## src/node_roster_round_robin_top_defines.svh

```systemverilog
// ----------------------------------------------------------------------------
// Node roster assertion macros
// Shared immediate-consequence and next-cycle property wrappers.
// ----------------------------------------------------------------------------
`ifndef NODE_ROSTER_ROUND_ROBIN_TOP_DEFINES_SVH
`define NODE_ROSTER_ROUND_ROBIN_TOP_DEFINES_SVH

// Check cons in the same cycle as ante.
`define NRR_ASSERT_NOW(label, clk, rst_n, ante, cons) \
    label: assert property (@(posedge clk) disable iff (!rst_n) (ante) |-> (cons)) \
        else $error("node roster: same-cycle check failed");

// Check cons in the cycle after ante.
`define NRR_ASSERT_NEXT(label, clk, rst_n, ante, cons) \
    label: assert property (@(posedge clk) disable iff (!rst_n) (ante) |=> (cons)) \
        else $error("node roster: next-cycle check failed");

`endif

```

## src/nrr_pkg.sv

```systemverilog
// ----------------------------------------------------------------------------
// Node roster package
// Word types, command codes and controller/datapath interface structs.
// ----------------------------------------------------------------------------
`timescale 1ns / 1ps

package nrr_pkg;

    localparam int ADDR_W    = 8;
    localparam int CLASS_W   = 32;
    localparam int FLAGS_W   = 8;
    localparam int CFG_IDX_W = 2;

    // Action codes
    localparam logic [2:0] ACT_CLEAR = 3'd0;
    localparam logic [2:0] ACT_REG   = 3'd1;
    localparam logic [2:0] ACT_UNREG = 3'd2;
    localparam logic [2:0] ACT_FIND  = 3'd3;
    localparam logic [2:0] ACT_NTH   = 3'd4;
    localparam logic [2:0] ACT_NEXT  = 3'd5;

    // Register outcome codes
    localparam logic [1:0] ST_OK       = 2'd0;
    localparam logic [1:0] ST_BAD_ADDR = 2'd1;
    localparam logic [1:0] ST_DUP      = 2'd2;
    localparam logic [1:0] ST_FULL     = 2'd3;

    // Configuration register indexes
    localparam logic [CFG_IDX_W-1:0] CFG_MIN_ADDR = 2'd0;
    localparam logic [CFG_IDX_W-1:0] CFG_MAX_ADDR = 2'd1;
    localparam logic [CFG_IDX_W-1:0] CFG_EN_MASK  = 2'd2;

    typedef struct packed {
        logic [2:0]         action;
        logic [ADDR_W-1:0]  node_addr;
        logic [CLASS_W-1:0] node_class;
        logic [FLAGS_W-1:0] node_flags;
        logic [7:0]         entry_index;
    } t_in_word;

    typedef struct packed {
        logic [1:0]         status;
        logic               hit;
        logic [7:0]         live_count;
        logic [6:0]         slot_number;
        logic [ADDR_W-1:0]  found_addr;
        logic [CLASS_W-1:0] found_class;
        logic [FLAGS_W-1:0] found_flags;
    } t_out_word;

    typedef enum logic [1:0] {
        S_IDLE,
        S_SCAN,
        S_DONE
    } t_state;

    typedef struct packed {
        logic load;
        logic step;
        logic commit;
    } t_dp_cmd;

    typedef struct packed {
        logic skip;
        logic scan_done;
        logic out_busy;
    } t_dp_stat;

endpackage

```

## src/nrr_ram.sv

```systemverilog
// ----------------------------------------------------------------------------
// Node roster RAM
// Generic single-write, single-read memory with registered read data.
// ----------------------------------------------------------------------------
`timescale 1ns / 1ps

module nrr_ram #(
    parameter int WIDTH = 48,
    parameter int DEPTH = 32,
    parameter int AW    = (DEPTH > 1) ? $clog2(DEPTH) : 1
) (
    input  logic             i_clk,
    input  logic             i_we,
    input  logic [AW-1:0]    i_waddr,
    input  logic [WIDTH-1:0] i_wdata,
    input  logic [AW-1:0]    i_raddr,
    output logic [WIDTH-1:0] o_rdata
);

    logic [WIDTH-1:0] r_mem [DEPTH];
    logic [WIDTH-1:0] r_rdata;

    always_ff @(posedge i_clk) begin
        if (i_we) begin
            r_mem[i_waddr] <= i_wdata;
        end
        r_rdata <= r_mem[i_raddr];
    end

    assign o_rdata = r_rdata;

endmodule

```

## src/nrr_ctrl.sv

```systemverilog
// ----------------------------------------------------------------------------
// Node roster controller
// Sequence accept, slot scan and commit for one command word at a time.
// ----------------------------------------------------------------------------
`timescale 1ns / 1ps

module nrr_ctrl (
    input  logic              i_clk,
    input  logic              i_rst_n,
    input  logic              i_in_valid,
    output logic              o_in_stall,
    input  nrr_pkg::t_dp_stat i_stat,
    output nrr_pkg::t_dp_cmd  o_cmd
);

    import nrr_pkg::*;

    t_state r_state;
    t_state n_state;

    always_ff @(posedge i_clk) begin
        if (!i_rst_n) begin
            r_state <= S_IDLE;
        end else begin
            r_state <= n_state;
        end
    end

    always_comb begin
        n_state = r_state;
        unique case (r_state)
            S_IDLE: begin
                if (i_in_valid) begin
                    n_state = i_stat.skip ? S_DONE : S_SCAN;
                end
            end
            S_SCAN: begin
                if (i_stat.scan_done) begin
                    n_state = S_DONE;
                end
            end
            S_DONE: begin
                if (!i_stat.out_busy) begin
                    n_state = S_IDLE;
                end
            end
            default: n_state = S_IDLE;
        endcase
    end

    always_comb begin
        o_cmd      = '0;
        o_in_stall = 1'b1;
        unique case (r_state)
            S_IDLE: begin
                o_in_stall = 1'b0;
                o_cmd.load = i_in_valid;
            end
            S_SCAN: begin
                o_cmd.step = 1'b1;
            end
            S_DONE: begin
                o_cmd.commit = !i_stat.out_busy;
            end
            default: o_in_stall = 1'b1;
        endcase
    end

endmodule

```

## src/nrr_dp.sv

```systemverilog
// ----------------------------------------------------------------------------
// Node roster datapath
// Slot store, valid bits, scan compare, commit logic and result register.
// ----------------------------------------------------------------------------
`timescale 1ns / 1ps
`include "node_roster_round_robin_top_defines.svh"

module nrr_dp #(
    parameter int SLOTS = 32
) (
    input  logic                             i_clk,
    input  logic                             i_rst_n,
    input  nrr_pkg::t_in_word                i_in_word,
    input  nrr_pkg::t_dp_cmd                 i_cmd,
    output nrr_pkg::t_dp_stat                o_stat,
    input  logic                             i_cfg_we,
    input  logic [nrr_pkg::CFG_IDX_W-1:0]    i_cfg_index,
    input  logic [7:0]                       i_cfg_data,
    output logic                             o_out_valid,
    input  logic                             i_out_stall,
    output nrr_pkg::t_out_word               o_out_word
);

    import nrr_pkg::*;

    localparam int IW = (SLOTS > 1) ? $clog2(SLOTS) : 1;
    localparam int CW = $clog2(SLOTS + 1);
    localparam int EW = ADDR_W + CLASS_W + FLAGS_W;
    localparam logic [IW-1:0] LAST_IDX = IW'(SLOTS - 1);
    localparam logic [CW-1:0] FULL_CNT = CW'(SLOTS);

    function automatic logic f_bad_addr(input logic [ADDR_W-1:0] a,
                                        input logic [7:0] lo,
                                        input logic [7:0] hi);
        f_bad_addr = (a == '0) || (a < lo) || (a > hi);
    endfunction

    // Configuration
    logic [7:0] r_min_addr;
    logic [7:0] r_max_addr;
    logic [7:0] r_en_mask;

    // Command and table state
    t_in_word         r_cmd;
    logic             r_bad;
    logic [SLOTS-1:0] r_valid;
    logic [SLOTS-1:0] n_valid;
    logic [CW-1:0]    r_count;
    logic [CW-1:0]    n_count;
    logic [IW-1:0]    r_cursor;
    logic [IW-1:0]    n_cursor;

    // Scan state
    logic [IW-1:0]    r_ptr;
    logic [CW-1:0]    r_issued;
    logic             r_cmp_en;
    logic [IW-1:0]    r_cmp_idx;
    logic             r_rd_v;
    logic             r_found;
    logic [IW-1:0]    r_found_idx;
    logic [EW-1:0]    r_found_entry;
    logic             r_free_found;
    logic [IW-1:0]    r_free_idx;
    logic [7:0]       r_nth_seen;

    // Result register
    logic             r_out_valid;
    t_out_word        r_out_word;
    t_out_word        n_out_word;

    logic [EW-1:0]      rd_entry;
    logic [ADDR_W-1:0]  cur_addr;
    logic [FLAGS_W-1:0] cur_flags;
    logic               match;
    logic               skip_in;
    logic               reg_ok;
    logic               ram_we;

    always_ff @(posedge i_clk) begin
        if (!i_rst_n) begin
            r_min_addr <= 8'd1;
            r_max_addr <= 8'd127;
            r_en_mask  <= 8'd1;
        end else if (i_cfg_we) begin
            unique case (i_cfg_index)
                CFG_MIN_ADDR: r_min_addr <= i_cfg_data;
                CFG_MAX_ADDR: r_max_addr <= i_cfg_data;
                CFG_EN_MASK:  r_en_mask  <= i_cfg_data;
                default: ;
            endcase
        end
    end

    // Commands that need no scan go straight to commit.
    always_comb begin
        unique case (i_in_word.action)
            ACT_REG:  skip_in = f_bad_addr(i_in_word.node_addr, r_min_addr, r_max_addr);
            ACT_UNREG,
            ACT_FIND: skip_in = (i_in_word.node_addr == '0);
            ACT_NTH,
            ACT_NEXT: skip_in = 1'b0;
            default:  skip_in = 1'b1;
        endcase
    end

    assign cur_addr  = rd_entry[EW-1 -: ADDR_W];
    assign cur_flags = rd_entry[FLAGS_W-1:0];

    always_comb begin
        unique case (r_cmd.action)
            ACT_REG,
            ACT_UNREG,
            ACT_FIND: match = r_rd_v && (cur_addr == r_cmd.node_addr);
            ACT_NTH:  match = r_rd_v && (r_nth_seen == r_cmd.entry_index);
            ACT_NEXT: match = r_rd_v && ((cur_flags & r_en_mask) != '0);
            default:  match = 1'b0;
        endcase
    end

    always_ff @(posedge i_clk) begin
        if (!i_rst_n) begin
            r_issued     <= '0;
            r_cmp_en     <= 1'b0;
            r_found      <= 1'b0;
            r_free_found <= 1'b0;
            r_nth_seen   <= '0;
            r_ptr        <= '0;
        end else if (i_cmd.load) begin
            r_issued     <= '0;
            r_cmp_en     <= 1'b0;
            r_found      <= 1'b0;
            r_free_found <= 1'b0;
            r_nth_seen   <= '0;
            r_ptr        <= (i_in_word.action == ACT_NEXT) ? r_cursor : '0;
        end else if (i_cmd.step) begin
            // Issue one read per cycle, wrapping at the last slot.
            if (r_issued != FULL_CNT) begin
                r_ptr     <= (r_ptr == LAST_IDX) ? '0 : r_ptr + IW'(1);
                r_issued  <= r_issued + CW'(1);
                r_cmp_en  <= 1'b1;
                r_cmp_idx <= r_ptr;
                r_rd_v    <= r_valid[r_ptr];
            end else begin
                r_cmp_en  <= 1'b0;
            end
            // Compare the slot read in the previous cycle; keep the first hit.
            if (r_cmp_en && !r_found) begin
                if (match) begin
                    r_found       <= 1'b1;
                    r_found_idx   <= r_cmp_idx;
                    r_found_entry <= rd_entry;
                end else if (r_rd_v) begin
                    r_nth_seen    <= r_nth_seen + 8'd1;
                end
            end
            if (r_cmp_en && !r_rd_v && !r_free_found) begin
                r_free_found <= 1'b1;
                r_free_idx   <= r_cmp_idx;
            end
        end
    end

    always_ff @(posedge i_clk) begin
        if (i_cmd.load) begin
            r_cmd <= i_in_word;
            r_bad <= f_bad_addr(i_in_word.node_addr, r_min_addr, r_max_addr);
        end
    end

    assign reg_ok = (r_cmd.action == ACT_REG) && !r_bad && !r_found && r_free_found;
    assign ram_we = i_cmd.commit && reg_ok;

    always_comb begin
        n_valid    = r_valid;
        n_count    = r_count;
        n_cursor   = r_cursor;
        n_out_word = '0;
        unique case (r_cmd.action)
            ACT_CLEAR: begin
                n_valid = '0;
                n_count = '0;
            end
            ACT_REG: begin
                if (r_bad) begin
                    n_out_word.status = ST_BAD_ADDR;
                end else if (r_found) begin
                    n_out_word.status = ST_DUP;
                end else if (!r_free_found) begin
                    n_out_word.status = ST_FULL;
                end else begin
                    n_valid[r_free_idx]    = 1'b1;
                    n_count                = r_count + CW'(1);
                    n_out_word.status      = ST_OK;
                    n_out_word.hit         = 1'b1;
                    n_out_word.slot_number = 7'(r_free_idx);
                    n_out_word.found_addr  = r_cmd.node_addr;
                    n_out_word.found_class = r_cmd.node_class;
                    n_out_word.found_flags = r_cmd.node_flags;
                end
            end
            ACT_UNREG,
            ACT_FIND,
            ACT_NTH,
            ACT_NEXT: begin
                if (r_found) begin
                    n_out_word.hit         = 1'b1;
                    n_out_word.slot_number = 7'(r_found_idx);
                    n_out_word.found_addr  = r_found_entry[EW-1 -: ADDR_W];
                    n_out_word.found_class = r_found_entry[FLAGS_W +: CLASS_W];
                    n_out_word.found_flags = r_found_entry[FLAGS_W-1:0];
                    if (r_cmd.action == ACT_UNREG) begin
                        n_valid[r_found_idx] = 1'b0;
                        n_count              = r_count - CW'(1);
                    end
                    if (r_cmd.action == ACT_NEXT) begin
                        n_cursor = (r_found_idx == LAST_IDX) ? '0 : r_found_idx + IW'(1);
                    end
                end
            end
            default: ;
        endcase
        n_out_word.live_count = 8'(n_count);
    end

    always_ff @(posedge i_clk) begin
        if (!i_rst_n) begin
            r_valid     <= '0;
            r_count     <= '0;
            r_cursor    <= '0;
            r_out_valid <= 1'b0;
        end else begin
            if (i_cmd.commit) begin
                r_valid     <= n_valid;
                r_count     <= n_count;
                r_cursor    <= n_cursor;
                r_out_valid <= 1'b1;
            end else if (!i_out_stall) begin
                r_out_valid <= 1'b0;
            end
        end
    end

    always_ff @(posedge i_clk) begin
        if (i_cmd.commit) begin
            r_out_word <= n_out_word;
        end
    end

    nrr_ram #(
        .WIDTH (EW),
        .DEPTH (SLOTS)
    ) u_slot_ram (
        .i_clk   (i_clk),
        .i_we    (ram_we),
        .i_waddr (r_free_idx),
        .i_wdata ({r_cmd.node_addr, r_cmd.node_class, r_cmd.node_flags}),
        .i_raddr (r_ptr),
        .o_rdata (rd_entry)
    );

    assign o_stat.skip      = skip_in;
    assign o_stat.scan_done = i_cmd.step && r_cmp_en && (r_issued == FULL_CNT);
    assign o_stat.out_busy  = r_out_valid && i_out_stall;
    assign o_out_valid      = r_out_valid;
    assign o_out_word       = r_out_word;

    `NRR_ASSERT_NOW(a_count_matches_valid, i_clk, i_rst_n, 1'b1, r_count == CW'($countones(r_valid)))
    `NRR_ASSERT_NOW(a_commit_output_free, i_clk, i_rst_n, i_cmd.commit, !(r_out_valid && i_out_stall))
    `NRR_ASSERT_NEXT(a_commit_shows_word, i_clk, i_rst_n, i_cmd.commit, r_out_valid)
    `NRR_ASSERT_NOW(a_cursor_in_range, i_clk, i_rst_n, 1'b1, r_cursor <= LAST_IDX)

endmodule

```

## src/node_roster_round_robin_top.sv

```systemverilog
// ----------------------------------------------------------------------------
// Node roster with round-robin poll selector
// Slot table of bus nodes with register/find/nth/next-enabled commands.
// ----------------------------------------------------------------------------
// Each accepted command word yields exactly one result word. Clear, unused
// actions, a register with a rejected address and an unregister or find of
// address zero skip the scan and go straight to commit; every other command
// walks all SLOTS entries through the slot RAM's single registered read port,
// one slot per cycle. A new command word is taken as soon as the previous one
// has committed its result into the output register, even while that result
// is still stalled. There is no clearing pass after reset: per-slot valid
// bits in flip-flops mark the table empty at once. Configuration writes must
// land while no command is in flight.
`timescale 1ns / 1ps

module node_roster_round_robin_top #(
    parameter int SLOTS = 32
) (
    input  logic                          i_clk,
    input  logic                          i_rst_n,
    // Command channel
    input  logic                          i_in_valid,
    output logic                          o_in_stall,
    input  nrr_pkg::t_in_word             i_in_word,
    // Result channel
    output logic                          o_out_valid,
    input  logic                          i_out_stall,
    output nrr_pkg::t_out_word            o_out_word,
    // Configuration write port
    input  logic                          i_cfg_we,
    input  logic [nrr_pkg::CFG_IDX_W-1:0] i_cfg_index,
    input  logic [7:0]                    i_cfg_data
);

    import nrr_pkg::*;

    // Command and status between controller and datapath
    t_dp_cmd  dp_cmd;
    t_dp_stat dp_stat;

    // Sequence accept, scan and commit.
    nrr_ctrl u_ctrl (
        .i_clk      (i_clk),
        .i_rst_n    (i_rst_n),
        .i_in_valid (i_in_valid),
        .o_in_stall (o_in_stall),
        .i_stat     (dp_stat),
        .o_cmd      (dp_cmd)
    );

    // Hold the table, run the compare, drive the result word.
    nrr_dp #(
        .SLOTS (SLOTS)
    ) u_dp (
        .i_clk       (i_clk),
        .i_rst_n     (i_rst_n),
        .i_in_word   (i_in_word),
        .i_cmd       (dp_cmd),
        .o_stat      (dp_stat),
        .i_cfg_we    (i_cfg_we),
        .i_cfg_index (i_cfg_index),
        .i_cfg_data  (i_cfg_data),
        .o_out_valid (o_out_valid),
        .i_out_stall (i_out_stall),
        .o_out_word  (o_out_word)
    );

endmodule

```

## config.mk

```make
export PLATFORM = sky130hd
export DESIGN_NAME = node_roster_round_robin_top
export DESIGN_NICKNAME = d
export VERILOG_FILES = /design/src/nrr_pkg.sv /design/src/nrr_ram.sv /design/src/nrr_ctrl.sv /design/src/nrr_dp.sv /design/src/node_roster_round_robin_top.sv
export VERILOG_INCLUDE_DIRS = /design/src /design/src/src
export SDC_FILE = /design/constraint.sdc
export NUM_CORES = 2
export LEC_CHECK = 0
export CAP_MARGIN = 30
export CELL_PAD_IN_SITES_DETAIL_PLACEMENT = 1
export CELL_PAD_IN_SITES_GLOBAL_PLACEMENT = 1
export CORE_UTILIZATION = 51
export CTS_CLUSTER_DIAMETER = 150
export DETAILED_ROUTE_END_ITERATION = 8
export DONT_BUFFER_PORTS = 1
export GPL_TIMING_DRIVEN = 0
export PLACE_DENSITY = 0.81
export SLEW_MARGIN = 10
export SYNTH_ARGS = -nofsm -noshare
export SYNTH_HDL_FRONTEND = slang
export SYNTH_SLANG_ARGS = --single-unit
```

## constraint.sdc

```tcl
create_clock -name i_clk -period 9.3 [get_ports i_clk]
set_input_delay 2.325 -clock i_clk [delete_from_list [all_inputs] [get_ports i_clk]]
set_output_delay 2.325 -clock i_clk [all_outputs]
set_load 0.01 [all_outputs]
```

-- After elaboration in Yosys (flattened, before gate mapping)
Memories as Yosys holds them, arrays and structs flattened. A register that Yosys moved wholly into a read port is not among the register bits.
Index checks and enable logic that the tools add are counted.
- add/sub/neg operators: 6
- magnitude comparators: 7
- eq/ne operators: 29
- muxes and demuxes: 53
- bitwise logic cells: 8
- reductions and logical operators: 50
- operator list (operator ; number):
    2-to-1 mux 32 bit ; 5
    2-to-1 mux 55 bit ; 2
    case mux 55 bit (2 select lines) ; 1
    2-to-1 mux 53 bit ; 2
    case mux 32 bit (3 select lines) ; 1
    AND 32 bit ; 1
    NOT 32 bit ; 1
    OR 32 bit ; 1
    2-to-1 mux 5 bit ; 6
    2-to-1 mux 6 bit ; 5
    less-than comparator 5 x 6 -> 1 bit (second input constant) ; 3
    case mux 6 bit (3 select lines) ; 1
    2-to-1 mux 1 bit ; 17
    == test 8 bit ; 2
    AND reduction 4 bit ; 4
    logical AND 1 bit ; 15
    adder 6 x 1 -> 6 bit (second input constant) ; 2
    == test 3 x 2 -> 1 bit (second input constant) ; 4
    == test 3 bit (second input constant) ; 4
    2-to-1 mux 2 bit ; 6
    AND reduction 2 bit ; 6
    adder 5 x 1 -> 5 bit (second input constant) ; 2
    demux 1 bit (select 5 bit) ; 2
    == test 5 bit (second input constant) ; 2
    other kinds (32) ; 58
- bits in registers: 280
- RAM bits: 1536
- logic and storage cells: 187
- memories kept: 1
- memories (memory ; depth ; width ; read ports ; clocked after memory_dff ; write ports ; line ; RTL):
    u_dp.u_slot_ram.r_mem ; 32 ; 48 ; 1 ; 1 ; 1 ; nrr_ram.sv:20 ; logic [WIDTH-1:0] r_mem [DEPTH];

-- Logic depth before layout (Yosys ltp)
- depth after elaboration: 9
- mapped depth: 8
- gate-level depth less buffers: 8

-- Cells and area by module
A second synthesis with hierarchy kept.
- cell total of the unflattened synthesis: 4309
- area total of the unflattened synthesis: 72422.0 µm²
- by module, submodules not included (module ; times used ; cells each ; area an instance (µm²) ; seq. area each (µm²)):
    nrr_ram ; 1 ; 3364 ; 60723.2 ; 47085.2
    nrr_dp ; 1 ; 930 ; 11571.1 ; 7387.1
    nrr_ctrl ; 1 ; 15 ; 127.6 ; 40.0

-- Worst setup path before layout
No wires, ideal clock.
- path kind: input-to-reg
- start point: in i_rst_n
- end point: reg u_dp.r_found_entry[0], enable pin
- library setup time: 0.615 ns
- arrival: 8.322 ns
- required time: 8.685 ns
- setup slack: 0.364 ns
- stages on the path: 3
- path buffers: 1
- cells stage by stage: clkbuf_1 > nand2_1 > nor4b_1
- cells in the longest elaborated chain, start to end: 1
- ends and longest elaborated chain (item ; line ; RTL):
    from (decl) ; node_roster_round_robin_top.sv:20 ; input logic i_rst_n,
    AND reduction 5 bit (no line) ; n/a ;
    to (signal assigned) ; nrr_dp.sv:151 ; r_found_entry <= rd_entry;
    to (decl) ; nrr_dp.sv:61 ; logic [EW-1:0] r_found_entry;
No other way between the ends.
A chain may end at the register's enable or synchronous reset.

-- Final worst setup path
- start point: in i_out_stall
- end point: mem u_dp.u_slot_ram.r_mem[17][27], enable pin
- cells in the longest elaborated chain, start to end: 6
- ends and longest elaborated chain (item ; line ; RTL):
    from (decl) ; node_roster_round_robin_top.sv:27 ; input logic i_out_stall,
    logical AND 1 bit ; nrr_dp.sv:263 ; assign o_stat.out_busy = r_out_valid && i_out_stall;
    zero test 1 bit ; n/a ;
    2-to-1 mux 1 bit ; nrr_ctrl.sv:54 ; unique case (r_state)
    logical AND 1 bit ; nrr_dp.sv:171 ; assign ram_we = i_cmd.commit && reg_ok;
    2-to-1 mux 1 bit ; nrr_ram.sv:24 ; if (i_we) begin
    2-to-1 mux 1 bit (implied by the code) ; nrr_ram.sv:25 ; r_mem[i_waddr] <= i_wdata;
    to (decl) ; nrr_ram.sv:20 ;
No other way between the ends.

==> summary.txt <==
Period minus WS final - 4.82 ns
# DRC - 0
Slowest CP cell - nor2_4
WL per Instance - 39.8 um
Post-route ant nets - 0
Area delta synth->final - 16.3%
IO Port Bufs - 0
Die height - 374 um
Hold path cells - 0
Global route total overflow - 0
Power per cell area - 231 nW/um^2
Outcome - finished clean
Final Cycle Share - 51.8%
Global-route total usage across every layer - 30.7%
Die area - 140000 um^2
Buf/Inv on CP - 3
Core area - 137000 um^2
Min-Delay Path Class - flop to flop
Clk root buf - clkbuf_16
EDFF count, synth - 1722
Die X-Extent - 374 um
Commonest non-fill, non-tap cell in the layout - edfxtp_1
CP Max Fanout - 18
Critical Path AT - 5.34 ns
Register-to-Register Path Depth - 6
RSZ-0062 raised after global routing - false
Iteration-0 DRC count of the detailed router - 6031
Leakage power - 25.6 nW
Cts hold-fix bufs - 0
CTS tree - yes
Share of the yosys chip area belonging to registers - 77.1%
Cts bufs inserted - 185
Area contributors post-synth - edfxtp_1 73%, mux4_2 16%, dfxtp_1 4.0%, mux2_2 0.78%, nor2_1 0.67%
First-pass DRT Iterations - 6
Crit path cell chain - nand2_1 -> nand2b_1 -> clkbuf_1 -> nor2_1 -> nand2_1 -> nor2_4 -> buf_12 -> buf_16
Most frequent cells in the layout - 1722 x edfxtp_1, 490 x mux4_2, 199 x clkbuf_16, 140 x dfxtp_1, 138 x clkbuf_1
Initial Utilization - 51.4%
Share of cells above drive strength 1 - 28.8%
Post-CTS Setup Repair Bufs - 0
GP Congestion - 0.845
CP Class - primary input to flop
Avg Cell Area, Syn - 22.3 um^2
YS warnings - 0
WHS Endpoint - u_dp.r_found_entry[38]
Initial antenna violation count - 11
Slowest stage delay, CP - 0.97 ns
Synth Register Bits - 1862
Hold Startpoint - u_dp.u_slot_ram.o_rdata[38]
First-pass GRT wire length - 299000 um
Final setup viols - 0
Total number of vias - 38000
Sink Count - 1862
Slew HR - 22.9%
Final WL - 218000 um
R2R setup slack - 4.71 ns
Worst-Margin Slew - 1.16 ns
CP Launch Type - primary input
R2r startpoint - u_dp.r_ptr[1]
Io pins - 142
Clk Latency, worst-skew pair - 0.84 ns
CTS H-tree depth - 4
Post-cts repair resize count - 0
Synth cell types - 64
Crit path capture type - flop
Vias in the first global route - 39000
Fin. max-slew vios - 0
Setup crit start - i_out_stall
Peak supply drop - 0.000170 V
FF-to-FF End - u_dp.r_rd_v
Hold Vio Cnt, Final - 0
Clock slew at reported path FFs - 0.06 ns
Setup TNS - 0 ns
Post-Synthesis Cells - 3177
Ys async rst share - 0%
Crit path top cell by count - nand2_1
CTS max path bufs - 3
Post-DP HPWL - 125000 um
Cell Area, Synth - 70700 um^2
Design Power - 19.0 mW
Fmax - 0.207 GHz
Vias per cell - 6.94
Yosys top cell by area - edfxtp_1
Max-Cap Viols - 0
Top delay family on crit path - simple AND/OR/NAND/NOR gates
Final #Nets - 3633
Share of the synthesized area in the top cell type - 73.1%
WP data required - 9.82 ns
Clock skew - 0.0445 ns
# rows - 136
Largest net degree at the start of global routing - 43
Ys flop type - edfxtp_1
-- area by class of cell --
cell class	instances	area, um^2
sequential	1862	54500
clock buffer	247	5020
timing repair buffer	163	2920
multi-input combinational	1112	15600
fill	11300	55300
clock inverter	95	1040
inverter	35	139
tap	1794	2240
antenna	2	5.00
buffer	171	767
-- state kept, by name (all words and copies together), names as in the netlist, 32 cells and up --
signal	flops
u_dp.u_slot_ram.r_mem	1536
u_dp.o_out_word	62
u_dp.r_cmd	59
u_dp.r_found_entry	48
u_dp.u_slot_ram.o_rdata	48
u_dp.r_valid	32
-- cells in the mapped netlist (all sizes together) (2+ instances only) --
cell and count:
mux2 49, o211ai 9, o31a 2, or3b 4, inv 35, xor2 18
nor4bb 2, nor4b 2, o21ai 19, o221a 32, mux4 490, nand2 49
clkbuf 91, nor2b 10, buf 80, a21o 3, or3 9, nor3 9
or4 7, a22oi 8, or2 2, a21oi 53, nand3b 6, a211oi 4
dfxtp 140, nand4 5, nor3b 4, a221oi 2, nor4 9, a31oi 19
a22o 54, ha 29, o31ai 9, and3 4, mux2i 15, edfxtp 1722
nor2 127, nand3 16, nand2b 7, xnor2 6
-- power by group --
| group | internal, mW | total [mW] | switching, mW |
|---|---|---|---|
| clock network | 4.29 | 7.67 | 3.38 |
| registers | 9.33 | 9.45 | 0.115 |
| logic | 0.829 | 1.91 | 1.08 |
-- cell families after synthesis --
group                    Yosys count  share of synthesized area [%]
multiplexers                     554                           16.6
other                              1                        0.00530
buffers and inverters            206                           1.26
adder cells (fa/ha/maj)           29                          0.513
flip-flops                      1862                           77.1
AND/OR/NAND/NOR                  278                           1.88
AO/OA/AOI/OAI                    223                           2.37
XOR/XNOR                          24                          0.297
-- worst max-delay path by stage --
stage,to,slack [ns],depth (start not counted)
5_1_grt,u_dp.u_slot_ram.r_mem[17][27],4.45,8
4_1_cts,u_dp.u_slot_ram.r_mem[23][26],4.42,8
3_3_place_gp,u_dp.r_found_entry[33],-8.75,3
2_1_floorplan,u_dp.r_found_entry[0],0.36,3
3_5_place_dp,u_dp.u_slot_ram.r_mem[23][26],3.61,8
6_report,u_dp.u_slot_ram.r_mem[17][27],4.48,8
-- routing by layer --
layer  part of all wire [%]  GRT usage (%)  vias up
li1                       -              -    14100
met1                     35           39.7    20000
met2                     49           49.9     3256
met3                     11           7.12      642
met4                    4.9           13.6        4
met5                  0.012              0        -
-- per-stage QoR --
step / cells / instance area (um^2) / setup WS (ns) / hold slack (ns) / utilization (%)
after CTS: 5419 / 81100 / 4.42 / 0.405 / 59.0
after floorplan: 3180 / 70700 / 0.364 / 0.386 / -
after detailed placement: 5077 / 75000 / 3.61 / 0.390 / 54.6
after global routing: 5480 / 82200 / 4.45 / 0.412 / 59.8
final: 5481 / 82200 / 4.48 / 0.404 / 59.8
after global placement: 4974 / 73000 / -8.75 / 0.387 / 53.1
No activity file was read; power rests on OpenSTA's default activity.
